### src/rtl/xsr512_pkg.sv
`timescale 1ns / 1ps

package xsr512_pkg;

   localparam int WORD_W  = 64;
   localparam int HALF_W  = 32;
   localparam int SEED_W  = 32;
   localparam int KIND_W  = 2;
   localparam int INDEX_W = 3;
   localparam int NUM_WORDS = 8;

   // Transaction kinds on the request channel.
   localparam logic [KIND_W-1:0] KIND_GEN   = 2'd0;
   localparam logic [KIND_W-1:0] KIND_SEED  = 2'd1;
   localparam logic [KIND_W-1:0] KIND_WRITE = 2'd2;
   localparam logic [KIND_W-1:0] KIND_READ  = 2'd3;

   // Splitmix64 constants.
   localparam logic [WORD_W-1:0] GOLDEN_STEP = 64'h9E37_79B9_7F4A_7C15;
   localparam logic [WORD_W-1:0] MIX_MUL_A   = 64'hBF58_476D_1CE4_E5B9;
   localparam logic [WORD_W-1:0] MIX_MUL_B   = 64'h94D0_49BB_1331_11EB;

   // Datapath operations issued by the controller.
   localparam int OP_W = 4;
   localparam logic [OP_W-1:0] OP_NONE  = 4'd0;
   localparam logic [OP_W-1:0] OP_GEN   = 4'd1;
   localparam logic [OP_W-1:0] OP_WRITE = 4'd2;
   localparam logic [OP_W-1:0] OP_READ  = 4'd3;
   localparam logic [OP_W-1:0] OP_SEED  = 4'd4;
   localparam logic [OP_W-1:0] OP_CLEAR = 4'd5;
   localparam logic [OP_W-1:0] OP_MIX   = 4'd6;
   localparam logic [OP_W-1:0] OP_MUL   = 4'd7;
   localparam logic [OP_W-1:0] OP_FOLD  = 4'd8;
   localparam logic [OP_W-1:0] OP_STORE = 4'd9;

   // Partial product steps of the 64 by 64 multiply (low half of the result).
   localparam logic [1:0] MUL_LO_LO = 2'd0;
   localparam logic [1:0] MUL_HI_LO = 2'd1;
   localparam logic [1:0] MUL_LO_HI = 2'd2;

   localparam logic MUL_CONST_A = 1'b0;
   localparam logic MUL_CONST_B = 1'b1;

   typedef struct packed {
      logic [OP_W-1:0]    op;
      logic [1:0]         mul_step;
      logic               mul_const;
      logic [INDEX_W-1:0] word_sel;
   } cmd_type;

endpackage

### src/rtl/xsr512_if.sv
`timescale 1ns / 1ps

interface xsr512_req_if;
   import xsr512_pkg::*;
   logic                valid;
   logic                ready;
   logic [KIND_W-1:0]   kind;
   logic [SEED_W-1:0]   seed_in;
   logic [INDEX_W-1:0]  word_index;
   logic [WORD_W-1:0]   word_value;

   modport source (output valid, kind, seed_in, word_index, word_value, input ready);
   modport sink   (input valid, kind, seed_in, word_index, word_value, output ready);
endinterface

interface xsr512_rsp_if;
   import xsr512_pkg::*;
   logic                valid;
   logic                ready;
   logic [WORD_W-1:0]   value_out;

   modport source (output valid, value_out, input ready);
   modport sink   (input valid, value_out, output ready);
endinterface

### src/rtl/xsr512_datapath.sv
`timescale 1ns / 1ps

module xsr512_datapath (
   input  logic                         clock,
   input  xsr512_pkg::cmd_type          cmd,
   input  logic [xsr512_pkg::SEED_W-1:0]  seed_in,
   input  logic [xsr512_pkg::INDEX_W-1:0] word_index,
   input  logic [xsr512_pkg::WORD_W-1:0]  word_value,
   output logic [xsr512_pkg::WORD_W-1:0]  value_out
);
   import xsr512_pkg::*;

   function automatic logic [WORD_W-1:0] rot_left(input logic [WORD_W-1:0] v,
                                                   input int amount);
      rot_left = (v << amount) | (v >> (WORD_W - amount));
   endfunction

   logic [WORD_W-1:0] words_ff [NUM_WORDS];
   logic [WORD_W-1:0] words_in [NUM_WORDS];
   logic [WORD_W-1:0] counter_ff, counter_in;
   logic [WORD_W-1:0] z_ff, z_in;
   logic [WORD_W-1:0] acc_ff, acc_in;
   logic [WORD_W-1:0] out_ff, out_in;

   logic [WORD_W-1:0] gen_result;
   logic [WORD_W-1:0] gen_words [NUM_WORDS];
   logic [WORD_W-1:0] shifted;
   logic [WORD_W-1:0] mix_count;
   logic [WORD_W-1:0] mul_const;
   logic [HALF_W-1:0] mul_a, mul_b;
   logic [WORD_W-1:0] product;

   // xoshiro512 state update and output function.
   always_comb begin
      shifted      = words_ff[1] << 11;
      gen_result   = rot_left(words_ff[0] + words_ff[2], 17) + words_ff[2];
      gen_words[2] = words_ff[2] ^ words_ff[0];
      gen_words[5] = words_ff[5] ^ words_ff[1];
      gen_words[1] = words_ff[1] ^ gen_words[2];
      gen_words[3] = words_ff[3] ^ words_ff[4];
      gen_words[4] = words_ff[4] ^ gen_words[5];
      gen_words[0] = words_ff[0] ^ words_ff[6];
      gen_words[6] = words_ff[6] ^ words_ff[7] ^ words_ff[3] ^ shifted;
      gen_words[7] = rot_left(words_ff[7] ^ words_ff[3], 21);
   end

   // One shared 32 by 32 multiplier builds the low 64 bits of z times a constant
   // over three steps.
   always_comb begin
      mul_const = (cmd.mul_const == MUL_CONST_B) ? MIX_MUL_B : MIX_MUL_A;
      case (cmd.mul_step)
         MUL_LO_LO: begin
            mul_a = z_ff[HALF_W-1:0];
            mul_b = mul_const[HALF_W-1:0];
         end
         MUL_HI_LO: begin
            mul_a = z_ff[WORD_W-1:HALF_W];
            mul_b = mul_const[HALF_W-1:0];
         end
         default: begin
            mul_a = z_ff[HALF_W-1:0];
            mul_b = mul_const[WORD_W-1:HALF_W];
         end
      endcase
      product = mul_a * mul_b;
   end

   always_comb begin
      words_in   = words_ff;
      counter_in = counter_ff;
      z_in       = z_ff;
      acc_in     = acc_ff;
      out_in     = out_ff;
      mix_count  = counter_ff + GOLDEN_STEP;
      case (cmd.op)
         OP_GEN: begin
            words_in = gen_words;
            out_in   = gen_result;
         end
         OP_WRITE: words_in[word_index] = word_value;
         OP_READ:  out_in = words_ff[word_index];
         OP_SEED:  counter_in = {{(WORD_W-SEED_W){1'b0}}, seed_in};
         OP_CLEAR: counter_in = '0;
         OP_MIX: begin
            counter_in = mix_count;
            z_in       = mix_count ^ (mix_count >> 30);
         end
         OP_MUL: begin
            if (cmd.mul_step == MUL_LO_LO) begin
               acc_in = product;
            end else begin
               acc_in = acc_ff + {product[HALF_W-1:0], {HALF_W{1'b0}}};
            end
         end
         OP_FOLD:  z_in = acc_ff ^ (acc_ff >> 27);
         OP_STORE: words_in[cmd.word_sel] = acc_ff ^ (acc_ff >> 31);
         default: begin
         end
      endcase
   end

   always_ff @(posedge clock) begin
      words_ff   <= words_in;
      counter_ff <= counter_in;
      z_ff       <= z_in;
      acc_ff     <= acc_in;
      out_ff     <= out_in;
   end

   assign value_out = out_ff;

endmodule

### src/rtl/xsr512_ctrl.sv
`timescale 1ns / 1ps

module xsr512_ctrl (
   input  logic                          clock,
   input  logic                          reset,
   input  logic                          req_valid,
   input  logic [xsr512_pkg::KIND_W-1:0] req_kind,
   output logic                          req_ready,
   output logic                          rsp_valid,
   input  logic                          rsp_ready,
   output xsr512_pkg::cmd_type           cmd
);
   import xsr512_pkg::*;

   localparam logic [3:0] ST_INIT  = 4'd0;
   localparam logic [3:0] ST_IDLE  = 4'd1;
   localparam logic [3:0] ST_MIX   = 4'd2;
   localparam logic [3:0] ST_MA0   = 4'd3;
   localparam logic [3:0] ST_MA1   = 4'd4;
   localparam logic [3:0] ST_MA2   = 4'd5;
   localparam logic [3:0] ST_FOLD  = 4'd6;
   localparam logic [3:0] ST_MB0   = 4'd7;
   localparam logic [3:0] ST_MB1   = 4'd8;
   localparam logic [3:0] ST_MB2   = 4'd9;
   localparam logic [3:0] ST_STORE = 4'd10;

   logic [3:0]         state_ff, state_in;
   logic [INDEX_W-1:0] word_ff, word_in;
   logic               rsp_valid_ff, rsp_valid_in;
   logic               req_accept;

   // The result register may be refilled in the cycle its value is taken.
   assign req_ready  = (state_ff == ST_IDLE) && (!rsp_valid_ff || rsp_ready);
   assign req_accept = req_valid && req_ready;
   assign rsp_valid  = rsp_valid_ff;

   always_comb begin
      state_in      = state_ff;
      word_in       = word_ff;
      rsp_valid_in  = rsp_valid_ff && !rsp_ready;
      cmd.op        = OP_NONE;
      cmd.mul_step  = MUL_LO_LO;
      cmd.mul_const = MUL_CONST_A;
      cmd.word_sel  = word_ff;
      case (state_ff)
         ST_INIT: begin
            cmd.op   = OP_CLEAR;
            word_in  = '0;
            state_in = ST_MIX;
         end
         ST_IDLE: begin
            if (req_accept) begin
               case (req_kind)
                  KIND_GEN: begin
                     cmd.op       = OP_GEN;
                     rsp_valid_in = 1'b1;
                  end
                  KIND_SEED: begin
                     cmd.op   = OP_SEED;
                     word_in  = '0;
                     state_in = ST_MIX;
                  end
                  KIND_WRITE: cmd.op = OP_WRITE;
                  default: begin
                     cmd.op       = OP_READ;
                     rsp_valid_in = 1'b1;
                  end
               endcase
            end
         end
         ST_MIX: begin
            cmd.op   = OP_MIX;
            state_in = ST_MA0;
         end
         ST_MA0: begin
            cmd.op   = OP_MUL;
            state_in = ST_MA1;
         end
         ST_MA1: begin
            cmd.op       = OP_MUL;
            cmd.mul_step = MUL_HI_LO;
            state_in     = ST_MA2;
         end
         ST_MA2: begin
            cmd.op       = OP_MUL;
            cmd.mul_step = MUL_LO_HI;
            state_in     = ST_FOLD;
         end
         ST_FOLD: begin
            cmd.op   = OP_FOLD;
            state_in = ST_MB0;
         end
         ST_MB0: begin
            cmd.op        = OP_MUL;
            cmd.mul_const = MUL_CONST_B;
            state_in      = ST_MB1;
         end
         ST_MB1: begin
            cmd.op        = OP_MUL;
            cmd.mul_step  = MUL_HI_LO;
            cmd.mul_const = MUL_CONST_B;
            state_in      = ST_MB2;
         end
         ST_MB2: begin
            cmd.op        = OP_MUL;
            cmd.mul_step  = MUL_LO_HI;
            cmd.mul_const = MUL_CONST_B;
            state_in      = ST_STORE;
         end
         ST_STORE: begin
            cmd.op  = OP_STORE;
            word_in = word_ff + 1'b1;
            if (word_ff == INDEX_W'(NUM_WORDS - 1)) begin
               state_in = ST_IDLE;
            end else begin
               state_in = ST_MIX;
            end
         end
         default: state_in = ST_INIT;
      endcase
   end

   always_ff @(posedge clock) begin
      if (reset) begin
         state_ff     <= ST_INIT;
         word_ff      <= '0;
         rsp_valid_ff <= 1'b0;
      end else begin
         state_ff     <= state_in;
         word_ff      <= word_in;
         rsp_valid_ff <= rsp_valid_in;
      end
   end

endmodule

### src/rtl/xoshiro512pp_generator_top.sv
`timescale 1ns / 1ps
// Channel   Direction  Contents
// req_if    in         kind, seed_in, word_index, word_value
// rsp_if    out        value_out (generated number or state word read back)
//
// Generate, write and read transactions can follow back to back while each
// result is taken; the result sits in an output register, so a new request is
// taken in the same cycle the previous result leaves. A reseed loads the seed,
// then per state word a mix, three multiply steps, a fold, three more multiply
// steps and a store; the shared 32x32 multiplier forms each 64-bit splitmix64
// product in three steps. After reset the same expansion runs for seed zero,
// with req_if.ready low. A stalled result holds its value until rsp_if.ready.

module xoshiro512pp_generator_top (
   input  logic         clock,
   input  logic         reset,
   xsr512_req_if.sink   req_if,
   xsr512_rsp_if.source rsp_if
);
   import xsr512_pkg::*;

   cmd_type cmd;
   logic    req_ready;
   logic    rsp_valid;

   // The controller sequences seeding and owns the handshake; the datapath
   // holds the eight state words, the splitmix64 registers and the result.
   xsr512_ctrl u_ctrl (
      .clock     (clock),
      .reset     (reset),
      .req_valid (req_if.valid),
      .req_kind  (req_if.kind),
      .req_ready (req_ready),
      .rsp_valid (rsp_valid),
      .rsp_ready (rsp_if.ready),
      .cmd       (cmd)
   );

   xsr512_datapath u_datapath (
      .clock      (clock),
      .cmd        (cmd),
      .seed_in    (req_if.seed_in),
      .word_index (req_if.word_index),
      .word_value (req_if.word_value),
      .value_out  (rsp_if.value_out)
   );

   assign req_if.ready = req_ready;
   assign rsp_if.valid = rsp_valid;

endmodule

### src/flat_wrapper.sv
// flat-port wrapper written by rule: the top's interface ports become plain ports
module xoshiro512pp_generator_top_flat import xsr512_pkg::*;
  (clock, reset, req_if_valid, req_if_kind, req_if_seed_in, req_if_word_index, req_if_word_value, req_if_ready, rsp_if_valid, rsp_if_value_out, rsp_if_ready);
  xsr512_req_if req_if_i ();
  xsr512_rsp_if rsp_if_i ();
  input  logic clock;
  input  logic reset;
  input wire logic [$bits(req_if_i.valid)-1:0] req_if_valid;
  input wire logic [$bits(req_if_i.kind)-1:0] req_if_kind;
  input wire logic [$bits(req_if_i.seed_in)-1:0] req_if_seed_in;
  input wire logic [$bits(req_if_i.word_index)-1:0] req_if_word_index;
  input wire logic [$bits(req_if_i.word_value)-1:0] req_if_word_value;
  output wire logic [$bits(req_if_i.ready)-1:0] req_if_ready;
  output wire logic [$bits(rsp_if_i.valid)-1:0] rsp_if_valid;
  output wire logic [$bits(rsp_if_i.value_out)-1:0] rsp_if_value_out;
  input wire logic [$bits(rsp_if_i.ready)-1:0] rsp_if_ready;
  assign req_if_i.valid = req_if_valid;
  assign req_if_i.kind = req_if_kind;
  assign req_if_i.seed_in = req_if_seed_in;
  assign req_if_i.word_index = req_if_word_index;
  assign req_if_i.word_value = req_if_word_value;
  assign req_if_ready = req_if_i.ready;
  assign rsp_if_valid = rsp_if_i.valid;
  assign rsp_if_value_out = rsp_if_i.value_out;
  assign rsp_if_i.ready = rsp_if_ready;
  xoshiro512pp_generator_top u_core (.clock(clock), .reset(reset), .req_if(req_if_i), .rsp_if(rsp_if_i));
endmodule
### config.mk
export PLATFORM = sky130hd
export DESIGN_NAME = xoshiro512pp_generator_top_flat
export DESIGN_NICKNAME = d
export VERILOG_FILES = /design/src/rtl/xsr512_pkg.sv /design/src/rtl/xsr512_if.sv /design/src/rtl/xsr512_datapath.sv /design/src/rtl/xsr512_ctrl.sv /design/src/rtl/xoshiro512pp_generator_top.sv /design/src/flat_wrapper.sv
export SDC_FILE = /design/constraint.sdc
export NUM_CORES = 2
export LEC_CHECK = 0
export BUFFER_PORTS_ARGS = -buffer_cell sky130_fd_sc_hd__buf_2
export CAP_MARGIN = 25
export CORE_AREA = 8 8 459 461
export DETAILED_ROUTE_END_ITERATION = 7
export DIE_AREA = 0 0 467 469
export MAX_ROUTING_LAYER = met4
export SYNTH_ARGS = -nofsm -noshare
export SYNTH_HDL_FRONTEND = slang
export SYNTH_SLANG_ARGS = --single-unit
### constraint.sdc
create_clock -name clock -period 45 [get_ports clock]
set_input_delay 2.25 -clock clock [delete_from_list [all_inputs] [get_ports clock]]
set_output_delay 2.25 -clock clock [all_outputs]
set_load 0.02 [all_outputs]
==> results.sh <==
export IMPL_max_freq_ghz=0.0847
export IMPL_dp_cells=11900
export IMPL_regArea_mm2=0.0232
export IMPL_drt_first_pass_iters=8
export IMPL_hold_viol=0
export IMPL_numClockSinks=776
export IMPL_post_cts_resized=0
export IMPL_area_delta_synth_final_pct=6.67
export IMPL_critPathKind="reg -> reg"
export IMPL_layout_worst_path_cycle_share_pct=26.2
export IMPL_rsz0062_at_grt="no"
export IMPL_grt_pass1_wl_um=582000
export IMPL_critPathArrivalTime_ns=12.25
export IMPL_post_place_ws_ns=33.30
export IMPL_synthFlopType="edfxtp_1"
export IMPL_setup_viol=0
export IMPL_cts_tree="yes"
export IMPL_grt_pass1_vias=77700
export IMPL_status="complete, no violations"
export IMPL_antenna_found_initial=31
export IMPL_finalWirelength_um=411000
export IMPL_synth_ff_latch_count=776
export IMPL_async_reset_ff_share_pct=0
export IMPL_final_antenna_net_count=0
export IMPL_holdWs_ns=0.666
export IMPL_ios=171
export IMPL_dp_hpwl_um=306000
export IMPL_yosysMostFrequentCell="inv_1"
export IMPL_path_max_fanout=58
export IMPL_die_y_um=469
export IMPL_critPathLaunchType="register"
export IMPL_drive_gt1_share_pct=6.48
export IMPL_worstPathRequired_ns=45.45
export IMPL_period_needed_ns=11.80
export IMPL_hold_path_class="reg -> reg"
export IMPL_crit_top_cell="fa_1"
export IMPL_cts_max_path_buffers=3
export IMPL_yosysSeqAreaShare_pct=25.6
export IMPL_synth_common_cells="inv_1, nand2_1, fa_1, edfxtp_1, o21ai_0"
export IMPL_fp_dieW_um=467
export IMPL_n_fill_cell=19200
export IMPL_io_buffer_count=170
export IMPL_path_clk_slew_ns=0.06
export IMPL_multiInputGateArea_mm2=0.0608
export IMPL_clock_latency_ns=0.77
export IMPL_worst_pin_slew_ns=1.16
export IMPL_drt_iter0_drc=10900
export IMPL_final_cells=12100
export IMPL_num_vias=79600
export IMPL_gp_congestion=1.04
export IMPL_syn_nets=11100
export IMPL_synth_top_cells_by_area="edfxtp_1, fa_1, ha_1"
export IMPL_timing_final_ws_setup_ns=33.20
export IMPL_cp_slowest_cell="dfxtp_1"
export IMPL_syn_avg_cell_area_um2=9.41
export IMPL_drcViolationCount=0
export IMPL_slew_limit_headroom_pct=21.8
export IMPL_maxSlewViolCount=0
export IMPL_synth_cell_types=109
export IMPL_via_per_inst=6.56
export IMPL_num_rows=166
export IMPL_cts_buffers_inserted=96
export IMPL_core_area_mm2=0.203
export IMPL_grt_overflow_total=0
export IMPL_synth_cells=9656
export IMPL_clock_skew_ns=0.0641
export IMPL_synth_area_leader_cell="edfxtp_1"
export IMPL_gr_usage_all_layers_pct=37.5
export IMPL_slowest_delay_ns=0.54
export IMPL_wl_per_cell_um=33.9
export IMPL_finalSetupTns_ns=0
export IMPL_synth_top_area_share_pct=25.4
export IMPL_cts_hold_buf=0
export IMPL_mappedNetlistArea_mm2=0.0909
export IMPL_htreeDepth=3
export IMPL_yosys_warnings=0
export IMPL_cts_root_buffer="clkbuf_16"
export IMPL_dieArea_mm2=0.219
export IMPL_crit_path_end_kind="register"
export IMPL_synth_edf_count=768
export IMPL_nNetsFinal=10800
export IMPL_cap_viol_max_count=0
export IMPL_grt_max_degree=146
export IMPL_start_util_pct=44.7
export IMPL_post_cts_buffers=0
## critical path, delay by kind of cell, from the launching register on
family,cells,cell delay [ns]
fa+ha+maj,10,4.44
buf+inv,8,1.65
simple gates,8,1.97
mux,1,0.37
xor+xnor,1,0.22
compound gates,8,2.25
flops,1,0.54
## registers in the layout (all words and copies together) (netlist names)
name                          cells
u_core.u_ctrl.word_ff             3
u_core.u_datapath.value_out      64
u_core.u_ctrl.state_ff            4
u_core.u_datapath.counter_ff     64
u_core.u_datapath.acc_ff         64
u_core.u_ctrl.rsp_valid           1
u_core.u_datapath.shifted        53
u_core.u_datapath.words_ff      459
u_core.u_datapath.z_ff           64
## cell type report
class,count,share of cell area [%]
diodes,25,0.0645
clock buffers,121,2.60
clock inverters,51,0.457
inverters,1093,4.23
multi-input cells,7021,62.8
flip-flops and latches,776,24.0
well taps,2688,3.47
repair buffers,352,2.46
## worst paths after layout
path	cells past startpoint	to	start	slack, ns
max	36	u_core.u_datapath.acc_ff[63]$_DFFE_PN_	u_core.u_ctrl.state_ff[3]$_SDFFE_PP0P_	33.20
min	2	u_core.u_ctrl.state_ff[2]$_SDFFE_PP0P_	u_core.u_ctrl.state_ff[2]$_SDFFE_PP0P_	0.67
max reg2reg	36	u_core.u_datapath.acc_ff[63]$_DFFE_PN_	u_core.u_ctrl.state_ff[3]$_SDFFE_PP0P_	33.20
min reg2reg	2	u_core.u_ctrl.state_ff[2]$_SDFFE_PP0P_	u_core.u_ctrl.state_ff[2]$_SDFFE_PP0P_	0.67
## cells by family (layout without fill, tap and decap cells)
logic type                 Yosys count  after routing  synth area share (%)
and+or+nand+nor                   1884           1884                  9.02
xor gates and xnor gates           682            682                  6.60
other                                1             26               0.00413
AOI/OAI and AO/OA                 2555           2555                  19.6
muxes                              577            577                  6.38
DFF                                776            776                  25.6
adders and majority gates         1322           1322                  25.0
buffers and inverters             1859           1617                  7.79
## routing by layer
layer	track usage, %	routed length (µm)	vias up
met3	6.11	38000	1091
met2	58.1	187000	4932
met1	45.0	152000	39900
met4	25.8	35200	0
met5	-	0	-
li1	-	-	33700
## layout by cell type (no fill, tap or decap), types with 47 or more instances in the layout
cell | netlist | layout
fa_1 | 825 | 825
a22oi_1 | 231 | 231
nand4_1 | 106 | 106
a31oi_1 | 47 | 47
o21bai_1 | 53 | 53
a221o_1 | 160 | 160
clkbuf_16 | 0 | 97
inv_1 | 1085 | 1085
a21o_1 | 154 | 154
o221ai_1 | 315 | 315
and2_1 | 47 | 47
o211ai_1 | 129 | 129
nor2_1 | 512 | 500
nand3_1 | 85 | 85
mux2i_1 | 561 | 559
buf_4 | 2 | 168
xor2_1 | 294 | 294
xnor2_1 | 385 | 382
a21oi_1 | 430 | 429
nand2_1 | 911 | 907
o21ai_0 | 599 | 598
o32ai_1 | 158 | 158
edfxtp_1 | 768 | 768
buf_2 | 74 | 170
ha_1 | 497 | 497
## stage by stage
stage | cell area [µm²] | util, %
after floorplan | 90900 | -
after global placement | 93800 | 46.1
after detailed placement | 93900 | 46.2
after CTS | 96800 | 47.6
after global routing | 96900 | 47.7
final | 96900 | 47.7
Power is left out: the tool's default activity adds up to more than one toggle a clock period on the data nets, which glitch-free logic cannot reach.
